### config.mk
export PLATFORM = sky130hd
export DESIGN_NAME = deque_with_search_core
export DESIGN_NICKNAME = d
export VERILOG_FILES = /design/src/hw/rtl/dws_pkg.sv /design/src/hw/rtl/deque_with_search_core.sv
export SDC_FILE = /design/constraint.sdc
export NUM_CORES = 1
export LEC_CHECK = 0
export ABC_AREA = 0
export BUFFER_PORTS_ARGS = -buffer_cell sky130_fd_sc_hd__clkbuf_2
export CORE_MARGIN = 4
export CORE_UTILIZATION = 62
export DETAILED_ROUTE_END_ITERATION = 12
export PLACE_DENSITY = 0.79
export SYNTH_ARGS = -nofsm -noshare
export SYNTH_HDL_FRONTEND = slang
export SYNTH_SLANG_ARGS = --single-unit
### constraint.sdc
create_clock -name clk -period 5.7 [get_ports clk]
set_input_delay 0 -clock clk [delete_from_list [all_inputs] [get_ports clk]]
set_output_delay 0 -clock clk [all_outputs]
set_load 0.01 [all_outputs]
### src/hw/rtl/dws_pkg.sv
`default_nettype none

package dws_pkg;

  // Field widths
  localparam int unsigned VALUE_W     = 32;
  localparam int unsigned CMD_W       = 3;
  localparam int unsigned STATUS_W    = 2;
  localparam int unsigned POS_W       = 5;
  localparam int unsigned OCC_W       = 5;
  localparam int unsigned OUT_TDATA_W = 16;

  // Command codes
  localparam logic [CMD_W-1:0] CMD_PUSH_FRONT = 3'd0;
  localparam logic [CMD_W-1:0] CMD_PUSH_BACK  = 3'd1;
  localparam logic [CMD_W-1:0] CMD_POP_FRONT  = 3'd2;
  localparam logic [CMD_W-1:0] CMD_POP_BACK   = 3'd3;
  localparam logic [CMD_W-1:0] CMD_SEARCH     = 3'd4;

  // Status codes
  localparam logic [STATUS_W-1:0] ST_OK        = 2'd0;
  localparam logic [STATUS_W-1:0] ST_EMPTY     = 2'd1;
  localparam logic [STATUS_W-1:0] ST_FULL      = 2'd2;
  localparam logic [STATUS_W-1:0] ST_NOT_FOUND = 2'd3;

  typedef struct packed {
    logic [STATUS_W-1:0] status;
    logic [POS_W-1:0]    position;
    logic [OCC_W-1:0]    occupancy;
  } res_t;

endpackage

`default_nettype wire

### src/hw/rtl/deque_with_search_core.sv
`default_nettype none

// Bounded double-ended queue of DEPTH signed 32-bit values held in a ring
// buffer in one synchronous single-read-port memory, with a linear search.
// in_tuser carries the command (push front, push back, pop front, pop back,
// search) and in_tdata the value or search key; every command returns one
// item with a status in out_tuser and the match position and occupancy in
// out_tdata. Pushes, pops, unused codes and a search on an empty queue are
// finished in the cycle they are taken. A search walks the entries from
// the front, up to and including the first match, or all of them on a miss:
// the walk reads one entry per cycle through the single memory read port,
// and the next item is taken once it ends. A finished result sits in an
// output register; if that register is still full the result is parked,
// the input is held off, and the result moves over once the output frees.
// Pop on empty reports status 1, push on full reports status 2 and drops the
// value; a search miss reports status 3 with position 0.

module deque_with_search_core #(
  parameter int unsigned DEPTH = 16
) (
  input  wire                                 clk,
  input  wire                                 rst_n,
  // in_tdata: [31:0] value
  input  wire  [dws_pkg::VALUE_W-1:0]         in_tdata,
  // in_tuser: [2:0] cmd
  input  wire  [dws_pkg::CMD_W-1:0]           in_tuser,
  input  wire                                 in_tvalid,
  output logic                                in_tready,
  // out_tdata: [4:0] position, [9:5] occupancy, [15:10] zero
  output logic [dws_pkg::OUT_TDATA_W-1:0]     out_tdata,
  // out_tuser: [1:0] status
  output logic [dws_pkg::STATUS_W-1:0]        out_tuser,
  output logic                                out_tvalid,
  input  wire                                 out_tready
);

  import dws_pkg::*;

  localparam int unsigned AW = (DEPTH > 1) ? $clog2(DEPTH) : 1;
  localparam int unsigned CW = $clog2(DEPTH + 1);
  localparam int unsigned SW = CW + 1;

  localparam logic [1:0] S_IDLE = 2'd0;
  localparam logic [1:0] S_SRCH = 2'd1;
  localparam logic [1:0] S_HOLD = 2'd2;

  // Ring index helpers
  function automatic logic [AW-1:0] slot_inc(input logic [AW-1:0] s);
    slot_inc = (s == AW'(DEPTH - 1)) ? '0 : s + AW'(1);
  endfunction

  function automatic logic [AW-1:0] slot_dec(input logic [AW-1:0] s);
    slot_dec = (s == '0) ? AW'(DEPTH - 1) : s - AW'(1);
  endfunction

  logic [VALUE_W-1:0] entry_mem [DEPTH];
  logic [VALUE_W-1:0] rdata_r;
  logic               mem_we;
  logic [AW-1:0]      mem_waddr;
  logic [AW-1:0]      mem_raddr;

  logic [1:0]         state_r, state_nxt;
  logic [AW-1:0]      front_r, front_nxt;
  logic [CW-1:0]      count_r, count_nxt;
  logic [VALUE_W-1:0] key_r, key_nxt;
  logic [AW-1:0]      slot_r, slot_nxt;
  logic [CW-1:0]      off_r, off_nxt;
  res_t               res_r, res_nxt;

  logic                   out_valid_r, out_valid_nxt;
  logic [OUT_TDATA_W-1:0] out_data_r, out_data_nxt;
  logic [STATUS_W-1:0]    out_user_r, out_user_nxt;

  logic               accept;
  logic               out_free;
  logic               finish;
  res_t               fin_res;
  logic               full;
  logic               empty;
  logic [SW-1:0]      back_sum;
  logic [AW-1:0]      back_slot;
  logic [CW-1:0]      off_inc;

  assign in_tready  = (state_r == S_IDLE);
  assign accept     = in_tvalid && in_tready;
  assign out_free   = !out_valid_r || out_tready;
  assign full       = (count_r == CW'(DEPTH));
  assign empty      = (count_r == '0);
  assign off_inc    = off_r + CW'(1);

  // Slot just past the back entry: front + count, wrapped once
  assign back_sum  = SW'(front_r) + SW'(count_r);
  assign back_slot = (back_sum >= SW'(DEPTH)) ? AW'(back_sum - SW'(DEPTH)) : AW'(back_sum);

  assign out_tvalid = out_valid_r;
  assign out_tdata  = out_data_r;
  assign out_tuser  = out_user_r;

  // Command decode, search walk and result hand-off
  always_comb begin
    state_nxt     = state_r;
    front_nxt     = front_r;
    count_nxt     = count_r;
    key_nxt       = key_r;
    slot_nxt      = slot_r;
    off_nxt       = off_r;
    res_nxt       = res_r;
    out_valid_nxt = out_valid_r && !out_tready;
    out_data_nxt  = out_data_r;
    out_user_nxt  = out_user_r;
    mem_we        = 1'b0;
    mem_waddr     = front_r;
    mem_raddr     = front_r;
    finish        = 1'b0;
    fin_res       = '0;

    case (state_r)
      S_IDLE: begin
        if (accept) begin
          fin_res.status = ST_OK;
          finish         = 1'b1;
          case (in_tuser)
            CMD_PUSH_FRONT: begin
              if (full) begin
                fin_res.status = ST_FULL;
              end else begin
                mem_we    = 1'b1;
                mem_waddr = slot_dec(front_r);
                front_nxt = slot_dec(front_r);
                count_nxt = count_r + CW'(1);
              end
            end
            CMD_PUSH_BACK: begin
              if (full) begin
                fin_res.status = ST_FULL;
              end else begin
                mem_we    = 1'b1;
                mem_waddr = back_slot;
                count_nxt = count_r + CW'(1);
              end
            end
            CMD_POP_FRONT: begin
              if (empty) begin
                fin_res.status = ST_EMPTY;
              end else begin
                front_nxt = slot_inc(front_r);
                count_nxt = count_r - CW'(1);
              end
            end
            CMD_POP_BACK: begin
              if (empty) begin
                fin_res.status = ST_EMPTY;
              end else begin
                count_nxt = count_r - CW'(1);
              end
            end
            CMD_SEARCH: begin
              if (empty) begin
                fin_res.status = ST_NOT_FOUND;
              end else begin
                // front entry is being read this cycle
                finish    = 1'b0;
                key_nxt   = in_tdata;
                slot_nxt  = front_r;
                off_nxt   = '0;
                state_nxt = S_SRCH;
              end
            end
            default: begin
              fin_res.status = ST_OK;
            end
          endcase
          fin_res.occupancy = OCC_W'(count_nxt);
        end
      end
      S_SRCH: begin
        // compare the entry read last cycle, fetch the next one
        mem_raddr         = slot_inc(slot_r);
        slot_nxt          = slot_inc(slot_r);
        fin_res.occupancy = OCC_W'(count_r);
        if (rdata_r == key_r) begin
          finish           = 1'b1;
          fin_res.status   = ST_OK;
          fin_res.position = POS_W'(off_inc);
        end else if (off_inc == count_r) begin
          finish         = 1'b1;
          fin_res.status = ST_NOT_FOUND;
        end else begin
          off_nxt = off_inc;
        end
      end
      S_HOLD: begin
        if (out_free) begin
          out_valid_nxt = 1'b1;
          out_data_nxt  = OUT_TDATA_W'({res_r.occupancy, res_r.position});
          out_user_nxt  = res_r.status;
          state_nxt     = S_IDLE;
        end
      end
      default: begin
        state_nxt = S_IDLE;
      end
    endcase

    // Deliver a finished result, or park it while the output is busy
    if (finish) begin
      if (out_free) begin
        out_valid_nxt = 1'b1;
        out_data_nxt  = OUT_TDATA_W'({fin_res.occupancy, fin_res.position});
        out_user_nxt  = fin_res.status;
        state_nxt     = S_IDLE;
      end else begin
        res_nxt   = fin_res;
        state_nxt = S_HOLD;
      end
    end
  end

  // Entry memory: one write port, one registered read port
  always_ff @(posedge clk) begin
    if (mem_we) begin
      entry_mem[mem_waddr] <= in_tdata;
    end
    rdata_r <= entry_mem[mem_raddr];
  end

  // Control state
  always_ff @(posedge clk) begin
    if (!rst_n) begin
      state_r     <= S_IDLE;
      front_r     <= '0;
      count_r     <= '0;
      out_valid_r <= 1'b0;
    end else begin
      state_r     <= state_nxt;
      front_r     <= front_nxt;
      count_r     <= count_nxt;
      out_valid_r <= out_valid_nxt;
    end
  end

  // Payload registers
  always_ff @(posedge clk) begin
    key_r      <= key_nxt;
    slot_r     <= slot_nxt;
    off_r      <= off_nxt;
    res_r      <= res_nxt;
    out_data_r <= out_data_nxt;
    out_user_r <= out_user_nxt;
  end

endmodule

`default_nettype wire

==> results.toml, run 1 <==
[clock_network]
clk_latency_ps = 620
cts_hold_buf = 39
htreeDepth = 2
cts_made_buffers = 59
ctsResizeCount = 0
clk_pin_slew_worst_paths_ps = 60
clock_sinks = 627
tritoncts = "done"
postCtsSetupBuffers = 0
cts_root_buf = "clkbuf_16"
clockBufferDepth = 3

[place]
dp_hpwl_mm = 27.9
place_congestion = 0.843
place_area_um2 = 25200
io_buffer_count = 58
pre_cts_slack_ps = 2250
dp_cells = 1771

[synthesis]
synthesis.area_um2 = 24300
ys_types = 63
seq_area_frac_synth_pct = 75.3
synth_top_area_share_pct = 70.7
yosys-top-cells-count = "edfxtp_1, mux4_2, a22oi_1, dfxtp_1, nand2_1"
yosys.area.top_type = "edfxtp_1"
synth-main-ff-cell = "edfxtp_1"
synth_fp_nets = 1279
synth_area_leaders = "edfxtp_1, mux4_2, dfxtp_1"
synth-async-reset-ratio_pct = 0
yosys_warnings = 0
synth_cells = 1230
yosysMostFrequentCell = "edfxtp_1"
ys_ff_latch = 627
synth_edf_count = 571
synth.avg_cell_area_um2 = 19.7

[sta]
setup_viol = 0
setup_slack_ps = 2190
slew_viol_final = 0
post-route-period-util_pct = 61.6
slew_headroom_pct = 22.8
worstMarginPinSlew_ps = 1160
setup-tns-final_ps = 0
grt_setup_unrepaired = "no"
finalHoldViolations = 0
skew_ps = 20.1
period_needed_ps = 3510
max_clock_freq_mhz = 285

[floorplan]
io_pins = 59
rows = 72
dieArea_um2 = 42400
coreArea_um2 = 38600
die_x_um = 206
start_util_pct = 62.8
fp.dieH_um = 206

[setup_path]
critPathMaxStageDelay_ps = 910
crit_fanout = 12
cp_data_required_time_ps = 5930
crit_chain = "xnor2_1 -> nand4_1 -> nor4_2 -> nand3_1 -> nor2b_1 -> a21oi_1"
endpoint_kind = "register"
critical_path_arrival_ps = 3740
setup.worst_path.start_class = "register"
cp_slowest_cell = "a21oi_1"
critPathKind = "reg2reg"

[cells_and_area]
diodes = 0
fin_cells = 1922
drive_gt1_share_pct = 24.1
area_growth_pct = 13.2
nNetsFinal = 1402
design_area_um2 = 27500
final_core_util_pct = 71.1

[global_routing]
grt_pass1_vias = 12619
grt_max_degree = 103
grt_overflow = 0
grt_use_total_pct = 25.0
antenna_found_initial = 0
grt_pass1_wl_mm = 78.3

[detailed_routing]
viasPerCell = 6.38
drt-pass1-iter-count = 5
drt-total-wl_mm = 51.2
drc = 0
ant_nets = 0
vias = 12261
drt_iter0_drc = 1296
wl_per_cell_um = 26.6

[pwr]
p_per_area_nw_per_um2 = 341
cellLeakagePower_nw = 9.09
ir_worst_vdd_mv = 0.286

[run]
maxCapViolations = 0

[outcome]
status = "finished clean"

[worst_hold_path]
min_path_type = "in2reg"
==> registers in the layout, summed over array words and instances (netlist names), named ones only <==
signal / count
count_r: 5
entry_mem: 512
front_r: 4
key_r: 32
off_r: 5
out_tdata: 10
out_tuser: 2
out_tvalid: 1
rdata_r: 32
res_r: 12
slot_r: 4
state_r: 2
==> worst max-delay path, delay by kind of cell, from the launching register on <==
kind	cells	cell delay [ps]
AND/OR/NAND/NOR	4	1600
XOR/XNOR	1	210
AO/OA/AOI/OAI	1	910
flip-flops	1	380
==> cells by family after synthesis <==
family          count (synthesis)  synth area share, %
fa+ha+maj                      10                0.547
xor+xnor                       46                 1.66
mux                           151                 12.8
buf+inv                        78                 1.71
flops                         627                 75.3
simple gates                  176                 3.74
compound gates                142                 4.23
==> layer usage <==
metal  vias to the layer above  global-route usage [%]  wire (µm)  part of all wire (%)
met1                      6387                    35.1      19900                    39
li1                       5248                       -          -                     -
met2                       546                    41.8      26200                    51
met5                         -                       0          0                     0
met4                         0                    6.56       1130                   2.2
met3                        80                    4.35       3970                   7.8
==> path summary, 6_finish.rpt <==
path / from / to / slack (ps) / cells after the start
max: key_r[14] / res_r[2] / 2190 / 6
min: in_tuser[1] / count_r[2] / 50 / 5
max reg2reg: key_r[14] / res_r[2] / 2190 / 6
min reg2reg: res_r[5] / out_tdata[0] / 530 / 2
==> layout make-up <==
| cell class | count | area, µm² |
|---|---|---|
| clock buffers | 95 | 1720 |
| multi-input cells | 525 | 5700 |
| flip-flops and latches | 627 | 18300 |
| well taps | 518 | 648 |
| fillers | 2251 | 11200 |
| repair buffers | 126 | 936 |
| inverters | 14 | 52.6 |
| clock inverters | 17 | 150 |
==> through the flow <==
stage	hold slack, ps	power, mW
detailed placement	357	5.72
global route	59.3	9.69
CTS	13.7	9.44
global placement	343	5.71
floorplan	98.9	5.54
finish	51.9	9.38
==> placed cells by master (no fill, tap or decap), types with 12 or more instances in the layout <==
master,synthesis,final
mux4_2,128,128
edfxtp_1,571,571
a21oi_1,21,20
clkbuf_2,0,58
clkbuf_1,19,25
dlygate4sd3_1,0,39
inv_1,12,12
a22oi_1,64,64
mux2i_1,23,23
nor2_1,40,38
clkbuf_16,0,59
dfxtp_1,56,56
nand2_1,52,52
buf_4,10,26
nor3_2,0,17
xnor2_1,38,38
==> power by group <==
part | leakage (nW) | internal (mW) | switching [mW]
registers | 5.62 | 5.09 | 0.0424
clock network | 0.915 | 2.11 | 1.62
logic | 2.55 | 0.209 | 0.309
total | 9.09 | 7.42 | 1.97
Power figures use the tool's default switching activity.
==> inputs of run 2 (changes only) <==
--- a/config.mk
+++ b/config.mk
@@ -5,7 +5,7 @@
 export SDC_FILE = /design/constraint.sdc
 export NUM_CORES = 1
 export LEC_CHECK = 0
-export ABC_AREA = 0
+export ABC_AREA = 1
 export BUFFER_PORTS_ARGS = -buffer_cell sky130_fd_sc_hd__clkbuf_2
 export CORE_MARGIN = 4
 export CORE_UTILIZATION = 62
==> constraint.sdc (replaced) <==
create_clock -name clk -period 3.25 [get_ports clk]
set_input_delay 0 -clock clk [delete_from_list [all_inputs] [get_ports clk]]
set_output_delay 0 -clock clk [all_outputs]
set_load 0.01 [all_outputs]
==> results.toml, run 2 <==
[cells_and_area]
final_common_cell = "edfxtp_1"
fin_cells = 2874
largest_reg_flops = 512
area_growth_pct = 13.9
mostFrequentLayoutCells = "edfxtp_1, nand2_1, inv_1"
nNetsFinal = 2342
drive_gt1_share_pct = 9.82
diodes = 0
top_regs = "entry_mem: 512 flops, key_r: 32 flops, rdata_r: 32 flops"
top_register = "entry_mem"
design_area_um2 = 29400

[sta]
post-route-period-util_pct = 92.9
slew_headroom_pct = 57.9
worstMarginPinSlew_ps = 632
slew_viol_final = 0
skew_ps = 14.8
setup_viol = 0
max_clock_freq_mhz = 331
grt_setup_unrepaired = "no"
period_needed_ps = 3020
finalHoldViolations = 0

[setup_path]
setup.worst_path.start_class = "register"
endpoint_kind = "register"
critical_path_arrival_ps = 3570
crit_fanout = 10
ff2ff_path_depth = 14
critPathKind = "reg2reg"
cp_data_required_time_ps = 3800

[clock_network]
clock_sinks = 627
clk_pin_slew_worst_paths_ps = 60
tritoncts = "done"
htreeDepth = 2
postCtsSetupBuffers = 0
cts_root_buf = "clkbuf_16"
clk_latency_ps = 610
clockBufferDepth = 3
cts_made_buffers = 58

[detailed_routing]
drt_iter0_drc = 1908
ant_nets = 0
drt-pass1-iter-count = 6
wl_per_cell_um = 19.9
drt-total-wl_mm = 57.3
drc = 0
vias = 16720
viasPerCell = 5.82

[place]
io_buffer_count = 58
place_congestion = 0.907
dp_cells = 2724
dp_hpwl_mm = 32.7
place_area_um2 = 27100

[synthesis]
synth_top_area_share_pct = 66.3
synth_fp_nets = 2246
synth_edf_count = 571
ys_types = 32
yosysMostFrequentCell = "edfxtp_1"
synth_cells = 2197
synth.avg_cell_area_um2 = 11.8
synthesis.area_um2 = 25900
seq_area_frac_synth_pct = 70.6
ys_ff_latch = 627
synth_area_leaders = "edfxtp_1, nand2_1, inv_1"
yosys.area.top_type = "edfxtp_1"
yosys_warnings = 0
synth-main-ff-cell = "edfxtp_1"
yosys-top-cells-count = "edfxtp_1, nand2_1, inv_1, nand3_1, o21ai_0"
synth-async-reset-ratio_pct = 0

[floorplan]
start_util_pct = 63.0
dieArea_um2 = 45000
io_pins = 59
rows = 74
die_x_um = 212
fp.dieH_um = 212
coreArea_um2 = 41000

[pwr]
cellLeakagePower_nw = 11.1
p_per_area_nw_per_um2 = 580
ir_worst_vdd_mv = 0.765

[run]
maxCapViolations = 0

[worst_hold_path]
min_path_type = "in2reg"
hold_path_depth = 4

[global_routing]
grt_overflow = 0
grt_pass1_vias = 16424
grt_max_degree = 116
antenna_found_initial = 1
grt_use_total_pct = 25.6
grt_pass1_wl_mm = 89.3

[outcome]
status = "finished clean"
[run 2: changes by cell type after synthesis, sizes merged, moves of 23 or more]
cell / delta
mux4: -128
a21oi: +120
nor2: +23
nand2: +282
nand3: +217
o21ai: +146
a22oi: -62
buf: +36
inv: +315
o211ai: +135
[run 2: cell type report]
cell class / instances / area (µm²)
Clock inverter: 23 / 244
Fill cell: 2579 / 11600
Sequential cell: 627 / 18300
Multi-Input combinational cell: 1127 / 5980
Tap cell: 532 / 666
Timing Repair Buffer: 150 / 1410
Inverter: 329 / 1230
Clock buffer: 86 / 1640
[run 2: critical path: stages, from the launching register on]
cell,delay [ps]
dfxtp_2,380
inv_1,120
ha_1,220
nand2_1,70
nor2_1,120
nand2_1,120
inv_1,110
a21oi_1,60
dlygate4sd3_1,550
o21ai_0,150
dlygate4sd3_1,580
nand2_1,80
o21ai_0,160
nand3_1,140
nand2_1,90
[run 2: path summary, 6_finish.rpt]
path | startpoint | to | slack, ps
setup / recovery | count_r[0] | out_tdata[6] | 230
hold / removal | rst_n | out_tvalid | 290
setup reg to reg | count_r[0] | out_tdata[6] | 230
hold reg to reg | res_r[3] | out_tdata[8] | 540
[run 2: logic make-up (layout without fill, tap and decap cells)]
logic type / after synthesis / after routing / synth area share, %
DFF: 627 / 627 / 70.6
adders and majority gates: 10 / 10 / 0.513
AOI/OAI and AO/OA: 444 / 444 / 10.0
muxes: 12 / 12 / 0.513
xor gates and xnor gates: 31 / 31 / 1.05
buffers and inverters: 443 / 588 / 6.92
and+or+nand+nor: 630 / 630 / 10.4
[run 2: timing repair]
| item | 4_1_cts | 5_1_grt |
|---|---|---|
| gates resized for setup | 0 | 5 |
| hold endpoints to repair | 565 | 0 |
| hold buffers | 41 | 0 |
| setup endpoints to repair | 0 | 449 |
[run 2: where the power goes]
group / total [mW] / switching [mW] / internal, mW
combinational: 1.37 / 0.919 / 0.453
sequential: 9.03 / 0.0748 / 8.95
clock: 6.68 / 2.81 / 3.88
[run 2: stage by stage]
step	total power, mW	TNS, ps	hold slack (ps)	utilization [%]	setup WS, ps
floorplan	10.0	-81520	98.9	-	-216
global placement	10.5	0	341	66.2	187
detailed placement	10.5	0	338	66.2	158
CTS	17.1	0	274	71.7	126
global route	17.7	0	330	71.8	11.0
finish	17.1	0	292	71.8	232
[run 2: layer usage]
layer  global-route usage [%]  part of all wire, %
met5                        0                    0
met4                     10.0                  3.5
met3                     3.90                  6.6
met2                     43.5                   50
met1                     33.7                   40
